## config.mk

```make
export PLATFORM = sky130hd
export DESIGN_NAME = servo_scurve_profile_generator
export DESIGN_NICKNAME = d
export VERILOG_FILES = /design/src/hdl/ssc_pkg.sv /design/src/hdl/servo_scurve_profile_generator.sv /design/src/hdl/ssc_serial_unit.sv
export VERILOG_INCLUDE_DIRS = /design/src /design/src/hdl
export SDC_FILE = /design/constraint.sdc
export NUM_CORES = 1
export LEC_CHECK = 0
export BUFFER_PORTS_ARGS = -buffer_cell sky130_fd_sc_hd__buf_2
export CAP_MARGIN = 20
export CORE_ASPECT_RATIO = 0.7
export CORE_MARGIN = 8
export CORE_UTILIZATION = 25
export DETAILED_ROUTE_END_ITERATION = 12
export HOLD_SLACK_MARGIN = 0.12
export SYNTH_ARGS = -nofsm -noshare
export SYNTH_HDL_FRONTEND = slang
export SYNTH_SLANG_ARGS = --single-unit
export TNS_END_PERCENT = 10
```

## constraint.sdc

```tcl
create_clock -name i_clk -period 6.8 [get_ports i_clk]
set_clock_uncertainty 0.15 [all_clocks]
set_input_delay 1.36 -clock i_clk [delete_from_list [all_inputs] [get_ports i_clk]]
set_output_delay 1.36 -clock i_clk [all_outputs]
set_load 0.02 [all_outputs]
```

## src/hdl/servo_scurve_profile_generator_defines.svh

```systemverilog
// assertion macros shared by the servo profile generator rtl
`ifndef SERVO_SCURVE_PROFILE_GENERATOR_DEFINES_SVH
`define SERVO_SCURVE_PROFILE_GENERATOR_DEFINES_SVH

// same-cycle implication, disabled during reset
`define SSC_ASSERT_NOW(lbl, clk, rst_n, ante, cons, msg) \
    lbl: assert property (@(posedge clk) disable iff (!rst_n) (ante) |-> (cons)) \
        else $error(msg);

// next-cycle implication, disabled during reset
`define SSC_ASSERT_NEXT(lbl, clk, rst_n, ante, cons, msg) \
    lbl: assert property (@(posedge clk) disable iff (!rst_n) (ante) |=> (cons)) \
        else $error(msg);

`endif

```

## src/hdl/ssc_pkg.sv

```systemverilog
// shared types, widths and constants of the servo profile generator
package ssc_pkg;

    localparam int CHANNELS_DEF  = 2;
    localparam int MAX_STEPS_DEF = 1000;

    localparam int PULSE_W    = 15;
    localparam int ANGLE_W    = 8;
    localparam int STEP_OUT_W = 10;
    localparam int ACTION_W   = 3;
    localparam int DUR_W      = 20;
    localparam int TICK_W     = 16;
    localparam int CFG_IDX_W  = 3;
    localparam int CFG_DATA_W = 15;
    localparam int OPB_W      = 16;
    localparam int RES_W      = 32;

    localparam int Q15_ONE   = 32768;
    localparam int Q15_HALF  = 16384;
    localparam int ANGLE_MAX = 180;
    localparam int ANGLE_MID = 90;
    localparam int DUR_MIN   = 5;
    localparam int TICK_MIN  = 2;

    localparam logic [PULSE_W-1:0] MIN_PULSE_RST  = 15'd500;
    localparam logic [PULSE_W-1:0] MAX_PULSE_RST  = 15'd2500;
    localparam logic [ANGLE_W-1:0] SAFE_MIN_RST   = 8'd0;
    localparam logic [ANGLE_W-1:0] SAFE_MAX_RST   = 8'd180;
    localparam logic [PULSE_W-1:0] CENTER_PULSE_RST = 15'd1500;

    typedef enum logic [ACTION_W-1:0] {
        ACT_WRITE_PULSE = 3'd0,
        ACT_WRITE_ANGLE = 3'd1,
        ACT_START_SWEEP = 3'd2,
        ACT_MOVE        = 3'd3,
        ACT_TICK        = 3'd4
    } t_action;

    typedef enum logic [CFG_IDX_W-1:0] {
        CFG_MIN_PULSE    = 3'd0,
        CFG_MAX_PULSE    = 3'd1,
        CFG_SAFE_MIN     = 3'd2,
        CFG_SAFE_MAX     = 3'd3,
        CFG_CENTER_PULSE = 3'd4
    } t_cfg_idx;

    typedef enum logic {
        OP_MUL = 1'b0,
        OP_DIV = 1'b1
    } t_ssc_op;

    typedef struct packed {
        logic    go;
        t_ssc_op op;
    } t_ssc_req;

endpackage

```

## src/hdl/servo_scurve_profile_generator.sv

```systemverilog
// servo profile generator top level: two-channel pulse widths with quintic sweeps
//
// Input channel (i_in_valid / o_in_stall) carries one action per transaction:
// write pulse, write angle, start sweep, move from the present angle, or tick.
// Every transaction produces exactly one result on the output channel
// (o_out_valid / i_out_stall) with the channel, its compare value, the angle
// read back from it, the sweep step, a last flag and the busy flag.
// The block works on one transaction at a time through a shared bit-serial
// multiply/divide unit. The result sits in an output register; a stalled
// receiver holds it there while the next transaction is already taken and
// worked on, and the block waits only when a second result is ready before
// the first has gone.
// Configuration is written through i_cfg_valid / o_cfg_ready; the user is to
// write it only while the block is idle, which the block itself does not enforce.
// A written centre pulse width is ignored; reset always loads the fixed default.
// Synchronous reset loads the default limits, sets both channels to the
// centre pulse width and cancels any sweep; no clearing pass is needed.
`include "servo_scurve_profile_generator_defines.svh"

module servo_scurve_profile_generator #(
    parameter int CHANNELS  = ssc_pkg::CHANNELS_DEF,
    parameter int MAX_STEPS = ssc_pkg::MAX_STEPS_DEF
) (
    input  logic                            i_clk,
    input  logic                            i_rst_n,
    input  logic                            i_cfg_valid,
    output logic                            o_cfg_ready,
    input  logic [ssc_pkg::CFG_IDX_W-1:0]   i_cfg_index,
    input  logic [ssc_pkg::CFG_DATA_W-1:0]  i_cfg_data,
    input  logic                            i_in_valid,
    output logic                            o_in_stall,
    input  logic [ssc_pkg::ACTION_W-1:0]    i_action,
    input  logic                            i_channel,
    input  logic [ssc_pkg::ANGLE_W-1:0]     i_start_angle,
    input  logic [ssc_pkg::ANGLE_W-1:0]     i_target_angle,
    input  logic [ssc_pkg::PULSE_W-1:0]     i_pulse_us,
    input  logic [ssc_pkg::DUR_W-1:0]       i_duration_ms,
    input  logic [ssc_pkg::TICK_W-1:0]      i_tick_ms,
    output logic                            o_out_valid,
    input  logic                            i_out_stall,
    output logic                            o_out_channel,
    output logic [ssc_pkg::PULSE_W-1:0]     o_out_pulse_us,
    output logic [ssc_pkg::ANGLE_W-1:0]     o_readback_angle,
    output logic [ssc_pkg::STEP_OUT_W-1:0]  o_step_index,
    output logic                            o_last,
    output logic                            o_busy_res
);
    import ssc_pkg::*;

    localparam int STEP_W = $clog2(MAX_STEPS + 1);
    localparam int NUM_W  = (STEP_W + 15 > 23) ? STEP_W + 15 : 23;
    localparam int CH_W   = (CHANNELS > 1) ? $clog2(CHANNELS) : 1;
    localparam int WIDE_W = PULSE_W + 2;

    typedef enum logic [4:0] {
        S_IDLE, S_DECODE, S_WAIT, S_T_DIV, S_Q_INIT, S_Q_MUL, S_Q_RND, S_SMOOTH,
        S_D_MUL, S_D_END, S_A2P_MUL, S_A2P_DIV, S_A2P_END, S_PUT, S_RB,
        S_P2A_MUL, S_P2A_DIV, S_P2A_END, S_STEPS_DIV, S_SWEEP_INIT, S_OUT
    } t_state;

    // configuration
    logic [PULSE_W-1:0] r_min;
    logic [PULSE_W-1:0] r_max;
    logic [ANGLE_W-1:0] r_smin;
    logic [ANGLE_W-1:0] r_smax;

    // channel and sweep state
    logic [PULSE_W-1:0] r_cv [CHANNELS];
    logic               r_active;
    logic               r_sch;
    logic [ANGLE_W-1:0] r_origin;
    logic [ANGLE_W:0]   r_delta;
    logic [STEP_W-1:0]  r_total;
    logic [STEP_W-1:0]  r_pos;

    // captured transaction
    logic [ACTION_W-1:0] r_action;
    logic                r_ch;
    logic [ANGLE_W-1:0]  r_sa;
    logic [ANGLE_W-1:0]  r_ta;
    logic [PULSE_W-1:0]  r_us;
    logic [DUR_W-1:0]    r_dur;
    logic [TICK_W-1:0]   r_tick;

    // working registers
    t_state             r_state;
    t_state             r_ret;
    t_ssc_req           r_req;
    logic [NUM_W-1:0]   r_opa;
    logic [OPB_W-1:0]   r_opb;
    logic               r_wch;
    logic               r_rep;
    logic [STEP_W-1:0]  r_step;
    logic [STEP_W-1:0]  r_k;
    logic               r_last;
    logic               r_emit;
    logic               r_tick_emit;
    logic [OPB_W-1:0]   r_t;
    logic [OPB_W-1:0]   r_p;
    logic [OPB_W-1:0]   r_p3;
    logic [OPB_W-1:0]   r_p4;
    logic [1:0]         r_qcnt;
    logic [OPB_W-1:0]   r_s;
    logic [ANGLE_W-1:0] r_deg;
    logic [WIDE_W-1:0]  r_pulse;
    logic [ANGLE_W-1:0] r_from;
    logic               r_rb;
    logic [ANGLE_W-1:0] r_angle;

    // output register
    logic                  r_out_valid;
    logic                  r_o_ch;
    logic [PULSE_W-1:0]    r_o_pulse;
    logic [ANGLE_W-1:0]    r_o_angle;
    logic [STEP_OUT_W-1:0] r_o_step;
    logic                  r_o_last;
    logic                  r_o_busy;

    // arithmetic unit
    logic             u_done;
    logic [RES_W-1:0] u_res;

    ssc_serial_unit #(
        .NUM_W (NUM_W)
    ) u_serial (
        .i_clk    (i_clk),
        .i_rst_n  (i_rst_n),
        .i_req    (r_req),
        .i_opa    (r_opa),
        .i_opb    (r_opb),
        .o_done   (u_done),
        .o_result (u_res)
    );

    logic               c_ch_ok;
    logic [CH_W-1:0]    c_ch_idx;
    logic [CH_W-1:0]    c_rep_idx;
    logic [CH_W-1:0]    c_wch_idx;
    logic [PULSE_W-1:0] c_cv_ch;
    logic [PULSE_W-1:0] c_cv_rep;
    logic               c_span_ok;
    logic [PULSE_W-1:0] c_span;
    logic [ANGLE_W-1:0] c_ta;
    logic [ANGLE_W-1:0] c_sa;
    logic [ANGLE_W-1:0] c_degc;
    logic [WIDE_W-1:0]  c_put_w;
    logic [WIDE_W-1:0]  c_rb_w;
    logic [PULSE_W-1:0] c_diff;
    logic [OPB_W-1:0]   c_qr;
    logic [20:0]        c_sraw;
    logic [OPB_W-1:0]   c_s;
    logic [ANGLE_W-1:0] c_dabs;
    logic [24:0]        c_v;
    logic [24:0]        c_d;
    logic [10:0]        c_a;
    logic [ANGLE_W-1:0] c_acl;
    logic [DUR_W-1:0]   c_dur;
    logic [TICK_W-1:0]  c_tick;
    logic [NUM_W-1:0]   c_steps_q;
    logic [STEP_W-1:0]  c_steps;

    // clamps, conversions and the smoothstep combination
    always_comb begin
        c_ch_ok   = ({31'd0, r_ch} < 32'(CHANNELS));
        c_ch_idx  = CH_W'(r_ch);
        c_rep_idx = CH_W'(r_rep);
        c_wch_idx = CH_W'(r_wch);
        c_cv_ch   = ({31'd0, r_ch} < 32'(CHANNELS)) ? r_cv[c_ch_idx] : '0;
        c_cv_rep  = ({31'd0, r_rep} < 32'(CHANNELS)) ? r_cv[c_rep_idx] : '0;

        c_span_ok = (r_max > r_min);
        c_span    = c_span_ok ? (r_max - r_min) : '0;
        c_ta      = (r_ta > ANGLE_W'(ANGLE_MAX)) ? ANGLE_W'(ANGLE_MAX) : r_ta;
        c_sa      = (r_sa > ANGLE_W'(ANGLE_MAX)) ? ANGLE_W'(ANGLE_MAX) : r_sa;

        // safe angle limits, lower first
        c_degc = r_deg;
        if (c_degc < r_smin) c_degc = r_smin;
        if (c_degc > r_smax) c_degc = r_smax;

        // write clamp, lower first
        c_put_w = r_pulse;
        if (c_put_w < WIDE_W'(r_min)) c_put_w = WIDE_W'(r_min);
        if (c_put_w > WIDE_W'(r_max)) c_put_w = WIDE_W'(r_max);

        // readback clamp into min..max
        c_rb_w = r_pulse;
        if (c_rb_w < WIDE_W'(r_min)) c_rb_w = WIDE_W'(r_min);
        if (c_rb_w > WIDE_W'(r_max)) c_rb_w = WIDE_W'(r_max);
        c_diff = PULSE_W'(c_rb_w - WIDE_W'(r_min));

        // rounded q15 product
        c_qr = OPB_W'((u_res + RES_W'(Q15_HALF)) >> 15);

        // 6 p5 - 15 p4 + 10 p3, clamped to 0..one
        c_sraw = 21'(r_p) * 21'd6 - 21'(r_p4) * 21'd15 + 21'(r_p3) * 21'd10;
        if (c_sraw[20]) begin
            c_s = '0;
        end else if (c_sraw > 21'(Q15_ONE)) begin
            c_s = OPB_W'(Q15_ONE);
        end else begin
            c_s = c_sraw[OPB_W-1:0];
        end

        // signed offset with round-half-up, floor shift
        c_dabs = r_delta[ANGLE_W] ? ANGLE_W'(-r_delta) : r_delta[ANGLE_W-1:0];
        c_v    = r_delta[ANGLE_W] ? -{2'b00, u_res[22:0]} : {2'b00, u_res[22:0]};
        c_v    = c_v + 25'(Q15_HALF);
        c_d    = 25'($signed(c_v) >>> 15);
        c_a    = 11'({3'b000, r_origin}) + c_d[10:0];
        if (c_a[10]) begin
            c_acl = '0;
        end else if (c_a > 11'(ANGLE_MAX)) begin
            c_acl = ANGLE_W'(ANGLE_MAX);
        end else begin
            c_acl = c_a[ANGLE_W-1:0];
        end

        // step count
        c_dur  = (r_dur < DUR_W'(DUR_MIN)) ? DUR_W'(DUR_MIN) : r_dur;
        c_tick = (r_tick < TICK_W'(TICK_MIN)) ? TICK_W'(TICK_MIN) : r_tick;
        c_steps_q = u_res[NUM_W-1:0];
        if (c_steps_q == '0) begin
            c_steps = STEP_W'(1);
        end else if (c_steps_q > NUM_W'(MAX_STEPS)) begin
            c_steps = STEP_W'(MAX_STEPS);
        end else begin
            c_steps = c_steps_q[STEP_W-1:0];
        end
    end

    // configuration writes
    always_ff @(posedge i_clk) begin
        if (!i_rst_n) begin
            r_min  <= MIN_PULSE_RST;
            r_max  <= MAX_PULSE_RST;
            r_smin <= SAFE_MIN_RST;
            r_smax <= SAFE_MAX_RST;
        end else if (i_cfg_valid) begin
            unique case (t_cfg_idx'(i_cfg_index))
                CFG_MIN_PULSE: r_min  <= i_cfg_data;
                CFG_MAX_PULSE: r_max  <= i_cfg_data;
                CFG_SAFE_MIN:  r_smin <= i_cfg_data[ANGLE_W-1:0];
                CFG_SAFE_MAX:  r_smax <= i_cfg_data[ANGLE_W-1:0];
                CFG_CENTER_PULSE: begin
                    // only loaded at reset
                end
                default: begin
                end
            endcase
        end
    end

    // main sequencer with output register
    always_ff @(posedge i_clk) begin
        r_req.go <= 1'b0;
        if (!i_rst_n) begin
            r_state     <= S_IDLE;
            r_ret       <= S_IDLE;
            r_req       <= '{go: 1'b0, op: OP_MUL};
            r_out_valid <= 1'b0;
            r_active    <= 1'b0;
            r_sch       <= 1'b0;
            r_origin    <= '0;
            r_delta     <= '0;
            r_total     <= '0;
            r_pos       <= '0;
            for (int i = 0; i < CHANNELS; i++) begin
                r_cv[i] <= CENTER_PULSE_RST;
            end
        end else begin
            if (r_out_valid && !i_out_stall) r_out_valid <= 1'b0;

            unique case (r_state)
                S_IDLE: begin
                    if (i_in_valid) begin
                        r_action    <= i_action;
                        r_ch        <= i_channel;
                        r_sa        <= i_start_angle;
                        r_ta        <= i_target_angle;
                        r_us        <= i_pulse_us;
                        r_dur       <= i_duration_ms;
                        r_tick      <= i_tick_ms;
                        r_rep       <= i_channel;
                        r_wch       <= i_channel;
                        r_step      <= '0;
                        r_last      <= 1'b0;
                        r_emit      <= 1'b0;
                        r_tick_emit <= 1'b0;
                        r_state     <= S_DECODE;
                    end
                end
                S_DECODE: begin
                    if (!c_ch_ok) begin
                        r_pulse <= '0;
                        r_angle <= ANGLE_W'(ANGLE_MID);
                        r_state <= S_OUT;
                    end else begin
                        unique case (t_action'(r_action))
                            ACT_WRITE_PULSE: begin
                                r_active <= 1'b0;
                                r_pulse  <= WIDE_W'(r_us);
                                r_state  <= S_PUT;
                            end
                            ACT_WRITE_ANGLE: begin
                                r_active <= 1'b0;
                                r_deg    <= c_ta;
                                r_state  <= S_A2P_MUL;
                            end
                            ACT_START_SWEEP: begin
                                r_from  <= c_sa;
                                r_state <= S_STEPS_DIV;
                            end
                            ACT_MOVE: begin
                                if (c_span_ok) begin
                                    r_pulse <= WIDE_W'(c_cv_ch);
                                    r_rb    <= 1'b0;
                                    r_state <= S_P2A_MUL;
                                end else begin
                                    r_from  <= '0;
                                    r_state <= S_STEPS_DIV;
                                end
                            end
                            ACT_TICK: begin
                                if (r_active) begin
                                    r_rep       <= r_sch;
                                    r_wch       <= r_sch;
                                    r_step      <= r_pos;
                                    r_k         <= r_pos;
                                    r_emit      <= 1'b1;
                                    r_tick_emit <= 1'b1;
                                    r_state     <= S_T_DIV;
                                end else begin
                                    r_state <= S_RB;
                                end
                            end
                            default: r_state <= S_RB;
                        endcase
                    end
                end
                S_WAIT: begin
                    if (u_done) r_state <= r_ret;
                end
                // sweep setup
                S_STEPS_DIV: begin
                    r_req   <= '{go: 1'b1, op: OP_DIV};
                    r_opa   <= NUM_W'(c_dur);
                    r_opb   <= c_tick;
                    r_ret   <= S_SWEEP_INIT;
                    r_state <= S_WAIT;
                end
                S_SWEEP_INIT: begin
                    r_active    <= 1'b1;
                    r_sch       <= r_ch;
                    r_origin    <= r_from;
                    r_delta     <= {1'b0, c_ta} - {1'b0, r_from};
                    r_total     <= c_steps;
                    r_pos       <= '0;
                    r_k         <= '0;
                    r_emit      <= 1'b1;
                    r_tick_emit <= 1'b0;
                    r_state     <= S_T_DIV;
                end
                // position k: t = one * k / total
                S_T_DIV: begin
                    r_req   <= '{go: 1'b1, op: OP_DIV};
                    r_opa   <= NUM_W'({r_k, 15'd0});
                    r_opb   <= OPB_W'(r_total);
                    r_ret   <= S_Q_INIT;
                    r_state <= S_WAIT;
                end
                S_Q_INIT: begin
                    r_t     <= u_res[OPB_W-1:0];
                    r_p     <= u_res[OPB_W-1:0];
                    r_qcnt  <= '0;
                    r_state <= S_Q_MUL;
                end
                // powers t^2 .. t^5
                S_Q_MUL: begin
                    r_req   <= '{go: 1'b1, op: OP_MUL};
                    r_opa   <= NUM_W'(r_p);
                    r_opb   <= r_t;
                    r_ret   <= S_Q_RND;
                    r_state <= S_WAIT;
                end
                S_Q_RND: begin
                    r_p <= c_qr;
                    if (r_qcnt == 2'd1) r_p3 <= c_qr;
                    if (r_qcnt == 2'd2) r_p4 <= c_qr;
                    if (r_qcnt == 2'd3) begin
                        r_state <= S_SMOOTH;
                    end else begin
                        r_qcnt  <= r_qcnt + 2'd1;
                        r_state <= S_Q_MUL;
                    end
                end
                S_SMOOTH: begin
                    r_s     <= c_s;
                    r_state <= S_D_MUL;
                end
                S_D_MUL: begin
                    r_req   <= '{go: 1'b1, op: OP_MUL};
                    r_opa   <= NUM_W'(c_dabs);
                    r_opb   <= r_s;
                    r_ret   <= S_D_END;
                    r_state <= S_WAIT;
                end
                S_D_END: begin
                    r_deg   <= c_acl;
                    r_state <= S_A2P_MUL;
                end
                // angle to pulse: min + span * deg / 180
                S_A2P_MUL: begin
                    r_req   <= '{go: 1'b1, op: OP_MUL};
                    r_opa   <= NUM_W'(c_span);
                    r_opb   <= OPB_W'(c_degc);
                    r_ret   <= S_A2P_DIV;
                    r_state <= S_WAIT;
                end
                S_A2P_DIV: begin
                    r_req   <= '{go: 1'b1, op: OP_DIV};
                    r_opa   <= u_res[NUM_W-1:0];
                    r_opb   <= OPB_W'(ANGLE_MAX);
                    r_ret   <= S_A2P_END;
                    r_state <= S_WAIT;
                end
                S_A2P_END: begin
                    r_pulse <= WIDE_W'(r_min) + u_res[WIDE_W-1:0];
                    r_state <= S_PUT;
                end
                // write compare value, advance the sweep
                S_PUT: begin
                    r_cv[c_wch_idx] <= c_put_w[PULSE_W-1:0];
                    if (r_emit) begin
                        if (!r_tick_emit) begin
                            r_pos <= STEP_W'(1);
                        end else if (r_pos >= r_total) begin
                            r_active <= 1'b0;
                            r_last   <= 1'b1;
                        end else begin
                            r_pos <= r_pos + 1'b1;
                        end
                    end
                    r_state <= S_RB;
                end
                // readback of the reported channel
                S_RB: begin
                    r_pulse <= WIDE_W'(c_cv_rep);
                    if (!c_span_ok) begin
                        r_angle <= '0;
                        r_state <= S_OUT;
                    end else begin
                        r_rb    <= 1'b1;
                        r_state <= S_P2A_MUL;
                    end
                end
                // pulse to angle: (us - min) * 180 / span
                S_P2A_MUL: begin
                    r_req   <= '{go: 1'b1, op: OP_MUL};
                    r_opa   <= NUM_W'(c_diff);
                    r_opb   <= OPB_W'(ANGLE_MAX);
                    r_ret   <= S_P2A_DIV;
                    r_state <= S_WAIT;
                end
                S_P2A_DIV: begin
                    r_req   <= '{go: 1'b1, op: OP_DIV};
                    r_opa   <= u_res[NUM_W-1:0];
                    r_opb   <= OPB_W'(c_span);
                    r_ret   <= S_P2A_END;
                    r_state <= S_WAIT;
                end
                S_P2A_END: begin
                    if (r_rb) begin
                        r_angle <= u_res[ANGLE_W-1:0];
                        r_state <= S_OUT;
                    end else begin
                        r_from  <= u_res[ANGLE_W-1:0];
                        r_state <= S_STEPS_DIV;
                    end
                end
                // hand the result to the output register
                S_OUT: begin
                    if (!r_out_valid || !i_out_stall) begin
                        r_out_valid <= 1'b1;
                        r_o_ch      <= r_rep;
                        r_o_pulse   <= r_pulse[PULSE_W-1:0];
                        r_o_angle   <= r_angle;
                        r_o_step    <= STEP_OUT_W'(r_step);
                        r_o_last    <= r_last;
                        r_o_busy    <= r_active;
                        r_state     <= S_IDLE;
                    end
                end
                default: r_state <= S_IDLE;
            endcase
        end
    end

    assign o_cfg_ready      = 1'b1;
    assign o_in_stall       = (r_state != S_IDLE);
    assign o_out_valid      = r_out_valid;
    assign o_out_channel    = r_o_ch;
    assign o_out_pulse_us   = r_o_pulse;
    assign o_readback_angle = r_o_angle;
    assign o_step_index     = r_o_step;
    assign o_last           = r_o_last;
    assign o_busy_res       = r_o_busy;

    // checks
    `SSC_ASSERT_NOW(a_done_in_wait, i_clk, i_rst_n, u_done, r_state == S_WAIT, "unit result outside wait")
    `SSC_ASSERT_NOW(a_pos_in_range, i_clk, i_rst_n, r_active, r_pos <= r_total, "sweep position past total")
    `SSC_ASSERT_NOW(a_total_nonzero, i_clk, i_rst_n, r_active, r_total != '0, "active sweep with no steps")
    `SSC_ASSERT_NOW(a_load_from_out, i_clk, i_rst_n, $rose(r_out_valid), $past(r_state) == S_OUT, "result loaded outside output state")

endmodule

```

## src/hdl/ssc_serial_unit.sv

```systemverilog
// bit-serial shift-add multiplier and restoring divider, one bit per cycle
module ssc_serial_unit #(
    parameter int NUM_W = 25
) (
    input  logic                     i_clk,
    input  logic                     i_rst_n,
    input  ssc_pkg::t_ssc_req        i_req,
    input  logic [NUM_W-1:0]         i_opa,
    input  logic [ssc_pkg::OPB_W-1:0] i_opb,
    output logic                     o_done,
    output logic [ssc_pkg::RES_W-1:0] o_result
);
    import ssc_pkg::*;

    localparam int CNT_W = $clog2(NUM_W + 1);

    logic             r_busy;
    logic             r_done;
    t_ssc_op          r_op;
    logic [CNT_W-1:0] r_cnt;
    logic [OPB_W-1:0] r_b;
    logic [OPB_W-1:0] r_hi;
    logic [OPB_W-1:0] r_lo;
    logic [NUM_W-1:0] r_q;

    logic [OPB_W:0]   c_sum;
    logic [OPB_W:0]   c_trial;
    logic             c_fit;

    // one multiply step and one divide step
    always_comb begin
        c_sum   = {1'b0, r_hi} + (r_lo[0] ? {1'b0, r_b} : '0);
        c_trial = {r_hi, r_q[NUM_W-1]};
        c_fit   = (c_trial >= {1'b0, r_b});
    end

    // sequencer
    always_ff @(posedge i_clk) begin
        r_done <= 1'b0;
        if (!i_rst_n) begin
            r_busy <= 1'b0;
            r_cnt  <= '0;
        end else if (i_req.go) begin
            r_busy <= 1'b1;
            r_op   <= i_req.op;
            r_b    <= i_opb;
            r_hi   <= '0;
            r_lo   <= i_opa[OPB_W-1:0];
            r_q    <= i_opa;
            r_cnt  <= (i_req.op == OP_MUL) ? CNT_W'(OPB_W) : CNT_W'(NUM_W);
        end else if (r_busy) begin
            unique case (r_op)
                OP_MUL: begin
                    r_hi <= c_sum[OPB_W:1];
                    r_lo <= {c_sum[0], r_lo[OPB_W-1:1]};
                end
                OP_DIV: begin
                    r_hi <= c_fit ? OPB_W'(c_trial - {1'b0, r_b}) : c_trial[OPB_W-1:0];
                    r_q  <= {r_q[NUM_W-2:0], c_fit};
                end
                default: begin
                end
            endcase
            r_cnt <= r_cnt - 1'b1;
            if (r_cnt == CNT_W'(1)) begin
                r_busy <= 1'b0;
                r_done <= 1'b1;
            end
        end
    end

    assign o_done   = r_done;
    assign o_result = (r_op == OP_MUL) ? {r_hi, r_lo} : RES_W'(r_q);

endmodule

```

## Word level (Yosys, flattened, before mapping)

Memory sizes are Yosys's and may differ from the RTL's. A register that Yosys moved wholly into a read port is not among the register bits.
Index checks and enable logic that the tools add are counted.

| word-level totals | value |
|---|---|
| bits in registers | 475 |
| word-level logic and storage cells | 318 |
| bits of input ports | 94 |
| memories kept | 1 |
| output and inout bits | 39 |
| memory bits (writable) | 30 |

| operators by class | value |
|---|---|
| multipliers | 3 |
| multiplexer cells | 105 |
| add/sub/neg operators | 16 |
| equality and inequality tests | 54 |
| bitwise gates (word level) | 3 |
| reduce and logical (&&, ||, !) cells | 66 |
| magnitude comparators | 14 |

Memories:

| memory | words | bits a word | read ports | clocked after Yosys merged registers in | wr ports | RTL line | source |
|---|---|---|---|---|---|---|---|
| r_cv | 2 | 15 | 2 | 2 | 2 | servo_scurve_profile_generator.sv:68 | `logic [PULSE_W-1:0] r_cv [CHANNELS];` |

Operators by type and width:

| operator | number |
|---|---|
| one-hot mux 25 bit (7 select lines) | 1 |
| 2-to-1 mux 16 bit | 8 |
| one-hot mux 16 bit (7 select lines) | 1 |
| 2-to-1 mux 25 bit | 4 |
| 2-to-1 mux 8 bit | 11 |
| 2-to-1 mux 10 bit | 8 |
| one-hot mux 5 bit (14 select lines) | 1 |
| one-hot mux 16 bit (2 select lines) | 2 |
| one-hot mux 8 bit (2 select lines) | 4 |
| one-hot mux 10 bit (2 select lines) | 3 |
| one-hot mux 17 bit (3 select lines) | 1 |
| 2-to-1 mux 15 bit | 3 |
| equality test 5 x 4 -> 1 bit (second input constant) | 8 |
| one-hot mux 5 bit (8 select lines) | 1 |
| 2-to-1 mux 5 bit | 7 |
| 2-to-1 mux 17 bit | 2 |
| one-hot mux 17 bit (2 select lines) | 1 |
| adder 31 x 15 -> 31 bit (second input constant) | 1 |
| 2-to-1 mux 1 bit | 31 |
| 2-to-1 mux 31 bit | 1 |
| inequality test 2 bit (second input constant) | 15 |
| AND reduction 3 bit | 10 |
| subtractor 15 bit | 2 |
| adder 25 x 15 -> 25 bit (second input constant) | 1 |
| other kinds (69) | 134 |

## Longest topological paths before layout

| logic depth | value |
|---|---|
| word-level depth | 9 |
| gate-level depth with buffers | 37 |
| depth with buffers taken out | 34 |

## Hierarchy

A second synthesis with hierarchy kept.

| unflattened totals | value |
|---|---|
| cell total of the unflattened synthesis | 3,235 |
| area, all modules | 32,597.5 um^2 |

By module, submodules not included:

| module | cells each | times used | area each (um^2) |
|---|---|---|---|
| servo_scurve_profile_generator | 2,666 | 1 | 27,012.2 |
| ssc_serial_unit | 569 | 1 | 5,585.4 |

## Least setup slack after synthesis

OpenSTA, ideal clock, no wires.

| timing path | value |
|---|---|
| path type | register to register |
| start | register r_min[1] |
| end | register r_opa[14] (data pin) |
| stages on the path, launching flop included | 37 |
| period minus slack after synthesis | 7,490 ps |
| data required time | 6,374 ps |
| buffers on the path | 3 |
| path slack | -690 ps |
| library setup time | 276 ps |
| arrival time | 7,065 ps |
| cell sequence | dfxtp_1 inv_1 ha_1 a21o_1 a21o_1 a21o_1 a21o_1 a2111oi_0 o2111ai_1 clkbuf_1 o21ai_0 ha_1 a21o_1 a21o_1 a21o_1 a21oi_1 o221ai_1 a41oi_1 or2_2 clkbuf_1 clkbuf_1 nand2_1 o21ai_0 ha_1 inv_1 fa_1 nand2_1 nand2_1 a21o_1 a21oi_1 o21bai_1 a21oi_1 o21ai_0 o41ai_1 o21ai_0 xor2_1 o211ai_1 |

| between the ends | value |
|---|---|
| word-level cells in the longest chain between the ends | 6 |
| elaborated cells on any way between the ends | 9 |
| those cells by class | add/sub (2); order compare (3); mux (4) |

Ends and longest elaborated chain:

| what | RTL line | source |
|---|---|---|
| from (decl) | servo_scurve_profile_generator.sv:62 | `logic [PULSE_W-1:0] r_min;` |
| from (signal assigned) | servo_scurve_profile_generator.sv:241 | `CFG_MIN_PULSE: r_min <= i_cfg_data;` |
| < comparator 17 x 15 -> 1 bit | servo_scurve_profile_generator.sv:188 | `if (c_rb_w < WIDE_W'(r_min)) c_rb_w = WIDE_W'(r_min);` |
| 2-to-1 mux 17 bit | servo_scurve_profile_generator.sv:188 |  |
| > comparator 17 x 15 -> 1 bit | servo_scurve_profile_generator.sv:189 | `if (c_rb_w > WIDE_W'(r_max)) c_rb_w = WIDE_W'(r_max);` |
| 2-to-1 mux 15 bit | servo_scurve_profile_generator.sv:189 |  |
| subtractor 15 bit | servo_scurve_profile_generator.sv:190 | `c_diff = PULSE_W'(c_rb_w - WIDE_W'(r_min));` |
| one-hot mux 25 bit (7 select lines) * | servo_scurve_profile_generator.sv:274 | `unique case (r_state)` |
| to (signal assigned) | servo_scurve_profile_generator.sv:347 | `r_opa <= NUM_W'(c_dur);` |
| to (signal assigned) | servo_scurve_profile_generator.sv:367 | `r_opa <= NUM_W'({r_k, 15'd0});` |
| to (signal assigned) | servo_scurve_profile_generator.sv:381 | `r_opa <= NUM_W'(r_p);` |
| to (decl) | servo_scurve_profile_generator.sv:89 | `logic [NUM_W-1:0] r_opa;` |

Every way passes the cells marked *; elsewhere a longest branch is shown, timed or not.
A chain may end at the register's enable or synchronous reset.

## Final worst setup path

| timing path | value |
|---|---|
| start | register r_p[1] |
| end | register r_s[11] (data pin) |

| between the ends | value |
|---|---|
| word-level cells in the longest chain between the ends | 5 |

Ends and longest elaborated chain:

| what | RTL line | source |
|---|---|---|
| from (decl) | servo_scurve_profile_generator.sv:99 | `logic [OPB_W-1:0] r_p;` |
| from (signal assigned) | servo_scurve_profile_generator.sv:374 | `r_p <= u_res[OPB_W-1:0];` |
| from (signal assigned) | servo_scurve_profile_generator.sv:387 | `r_p <= c_qr;` |
| multiplier 16 x 2 -> 18 bit * | servo_scurve_profile_generator.sv:196 | `c_sraw = 21'(r_p) * 21'd6 - 21'(r_p4) * 21'd15 + 21'(r_p3) * 21'd10;` |
| subtractor 19 x 20 -> 21 bit * | servo_scurve_profile_generator.sv:196 |  |
| adder 21 x 20 -> 21 bit * | servo_scurve_profile_generator.sv:196 |  |
| > comparator 21 x 16 -> 1 bit | servo_scurve_profile_generator.sv:199 | `end else if (c_sraw > 21'(Q15_ONE)) begin` |
| OR reduction 2 bit (no source line) | -- |  |
| to (signal assigned) | servo_scurve_profile_generator.sv:398 | `r_s <= c_s;` |
| to (decl) | servo_scurve_profile_generator.sv:103 | `logic [OPB_W-1:0] r_s;` |

Marks and branches as above.

==> metrics.md <==
| Metric | Value |
|---|---|
| EDFF count, synth | `400` |
| Buf/Inv on CP | `3` |
| Slew headroom | `0.160` |
| Post-route insts no fill | `between 5,000 and 6,000` |
| Vias post-DR | `25,700` |
| Synth cell types | `82` |
| Final ANT Viol Nets | `0` |
| Nets | `around 3,800` |
| Critical path type | `flop to flop` |
| Worst Path Required | `7.11 ns` |
| Mapped Area | `between 0.03 and 0.04 mm2` |
| Fmax | `approximately 150 MHz` |
| CP Depth | `26` |
| Synth area leader | `edfxtp_1` |
| Design Power | `around 10 mW` |
| Hold Crit Class | `flop to flop` |
| Hold path cells | `0` |
| Post-synthesis async set-or-reset flop share | `0` |
| Worst-Skew Late Latency | `0.66 ns` |
| H-tree Lvls | `2` |
| # rows | `between 100 and 150` |
| Setup crit end kind | `flop` |
| Initial core utilization | `0.252` |
| Final Setup Violations | `0` |
| WHS | `approximately 0.25 ns` |
| Initial antenna violation count | `6` |
| Worst-path clk slew | `around 0.06 ns` |
| Gp weighted congestion | `around 0.99` |
| Critical-path top delay cell | `fa_1` |
| Max layer used | `met5` |
| CP top delay family | `compound AO/OA/AOI/OAI gates` |
| Final wirelength | `between 100,000 and 150,000 um` |
| Top FF cell, synth | `edfxtp_1` |
| Drt first-iter violations | `~3,100` |
| CP max stage delay | `a little under 0.5 ns` |
| HPWL Detailed | `around 90,000 um` |
| Num Clock Sinks | `507` |
| R2r worst-path depth | `26` |
| Residual DRC | `0` |
| Port buffer count | `about 130` |
| Area contributors post-synth | `edfxtp_1 38%, ha_1 9.2%, dfxtp_1 6.7%, fa_1 4.4%, nand2_1 3.9%` |
| Core area | `0.126 mm2` |
| GR Util All Layers | `0.155` |
| CTS Buf Count | `53` |
| Lkg Pwr | `~15 nW` |
| Die H | `~310 um` |
| Die width | `approximately 440 um` |
| Share of cells above drive strength 1 | `0.149` |
| Area Overhead vs Synth | `18.1%` |
| Yosys Warn Count | `0` |
| RSZ-0062 raised after global routing | `yes` |
| Routed len/inst | `22.4 um` |
| PwrDens | `between 200 and 300 mW/mm2` |
| Max-Cap Viols | `0` |
| Avg Synthesized Cell Area | `between 10 and 15 um2` |
| Mapped Cells | `3,147` |
| Sequential cell area fraction in the yosys report | `0.445` |
| Startpoint types | `flop` |
| Minimum clock period | `6.58 ns` |
| # diodes | `0` |
| Met1 wire length | `between 50,000 and 60,000 um` |
| Vias per cell | `slightly above 5` |
| Routed met2 length | `roughly 44,000 um` |
| Worst IR Drop VDD | `around 200 uV` |
| Final Slew Violations | `0` |
| Status | `finished clean` |
| Clk buf depth | `3` |
| Fillers | `13,100` |
| Crit-path max FO | `5` |
| Worst-margin pin slew | `approximately 1.2 ns` |
| Yosys top cell area share | `0.378` |
| Die area | `about 0.14 mm2` |
| Largest net degree at the start of global routing | `between 70 and 80` |
| Synth Register Bits | `approximately 500` |
| Ports | `about 130` |
| Root Driver | `clkbuf_16` |
| Vias in the first global route | `about 24,000` |
| Metal3 WL | `about 14,000 um` |
| Drt pass-1 iters | `6` |
| Grt total ovfl | `0` |
| Post-Place Cells | `slightly below 5,000` |
| Final period util | `0.967` |
| Final Hold Viols | `0` |
| CTS tree | `built` |
| First-pass GRT wire length | `164,000 um` |
| Crit path arrival time | `6.89 ns` |
| Post-synth net total | `~3,500` |
-- per-stage QoR --
stage	worst slack [ns]	cell area, um2	TNS (ns)	util
floorplan	0.00642	31800	0	-
global placement	-0.216	35200	-0.707	0.279
detailed placement	-0.365	35200	-1.93	0.279
CTS	0.00514	37200	0	0.294
global route	-0.0911	37600	-0.227	0.297
finish	0.222	37600	0	0.297
-- state kept, by name, indices dropped and copies added, names as in the netlist, 17 cells and up, named ones only --
name          flops
r_pulse          17
u_serial.r_q     25
r_opa            25
r_dur            20
r_cv             30
-- metal layers --
metal  up-vias  GRT usage
met1     12600      0.239
met4         6     0.0257
met5         -          0
met3       145     0.0535
li1      11800          -
met2      1148      0.208
-- worst reg2reg max path: stages, from the launching register on --
cell and delay (ns):
edfxtp_1 0.46, ha_2 0.22, fa_1 0.40, a21o_1 0.19, a21oi_2 0.18, o21bai_1 0.10, a21oi_2 0.18, o21bai_1 0.10
a21oi_2 0.19, o21bai_2 0.13, a2111oi_4 0.32, buf_4 0.17, o31ai_1 0.07, a21o_1 0.22, xor2_1 0.15, ha_1 0.31
fa_1 0.49, inv_1 0.06, fa_1 0.47, ha_2 0.23, nor4_2 0.26, a21oi_1 0.07, or2_2 0.28, mux2i_2 0.19
inv_1 0.09, o41a_1 0.45, nor4_1 0.27
-- repair_timing --
item                       CTS  global route
hold buffers                 0             0
resized for setup           18            71
pin swaps                    5            36
setup endpoints to repair   20            23
gates cloned                 0             1
setup buffers                4             8
-- worst paths after layout --
kind / from / to / slack, ns
worst max-delay path: r_p[1] / r_s[11] / 0.22
worst min-delay path: r_step[6] / o_step_index[6] / 0.25
worst max register to register: r_p[1] / r_s[11] / 0.22
worst min register to register: r_step[6] / o_step_index[6] / 0.25
-- synth_stat cells (all sizes together), types with 23 or more instances --
library cell / count
edfxtp: 400
nand2: 330
inv: 309
ha: 235
nor2: 233
o21ai: 173
a21oi: 155
dfxtp: 107
xnor2: 102
clkbuf: 91
mux2i: 77
fa: 70
a21boi: 63
nor3: 56
a21o: 54
and2: 52
nand3: 49
xor2: 47
o211ai: 46
mux2: 34
nor2b: 31
nand2b: 30
o221ai: 27
nor4: 26
and3: 25
a31oi: 24
o21bai: 24
nand4: 23
-- layout make-up --
| type | count | area [um2] | share of cell area |
|---|---|---|---|
| clock buffer | 67 | 1460 | 0.0389 |
| clock inverter | 31 | 382 | 0.0102 |
| inverter | 313 | 1180 | 0.0313 |
| multi-input combinational | 2222 | 16500 | 0.438 |
| sequential | 507 | 14200 | 0.377 |
| tap | 1665 | 2080 | 0.0555 |
| timing repair buffer | 282 | 1850 | 0.0492 |
-- power breakdown --
| part | internal (mW) | switching, mW | leakage [nW] |
|---|---|---|---|
| Combinational | 1.17 | 1.92 | 9.26 |
| Sequential | 3.72 | 0.250 | 4.56 |
| Clock | 1.77 | 1.39 | 0.902 |
| Total | 6.65 | 3.55 | 14.7 |
-- placed cells by master (no fill, tap or decap), types with 13 or more instances in the layout --
cell type and count:
nand4_1 21, and2_1 52, dfxtp_1 106, o22ai_1 13, o21bai_1 22, xor2_1 46, o21ai_1 13, nor3_1 54
o31ai_1 15, a21oi_1 144, clkbuf_16 54, o21ai_0 151, a21o_1 54, xnor2_1 101, a222oi_1 18, and3_1 25
edfxtp_1 400, nand2b_1 30, buf_4 141, nor2b_1 30, ha_1 229, a31oi_1 21, a211oi_1 15, nand3_1 48
or2_2 14, a21boi_0 59, mux2_2 34, buf_2 130, fa_1 69, inv_1 303, nand2_1 328, nor2_1 231
o221ai_1 25, o211ai_1 46, o21a_1 18, nor4_1 21, mux2i_1 69
-- kinds of logic (layout without fill, tap and decap cells) --
logic type / after synthesis / count (layout) / synth area share
AND/OR/NAND/NOR: 909 / 909 / 0.133
AO/OA/AOI/OAI: 746 / 746 / 0.157
flip-flops: 507 / 507 / 0.445
buffers and inverters: 418 / 693 / 0.0499
adder cells (fa/ha/maj): 305 / 305 / 0.137
XOR/XNOR: 150 / 150 / 0.0417
multiplexers: 111 / 111 / 0.0365
other: 1 / 1 / 0.000118
Note: power is estimated with default switching activity, not from simulation.
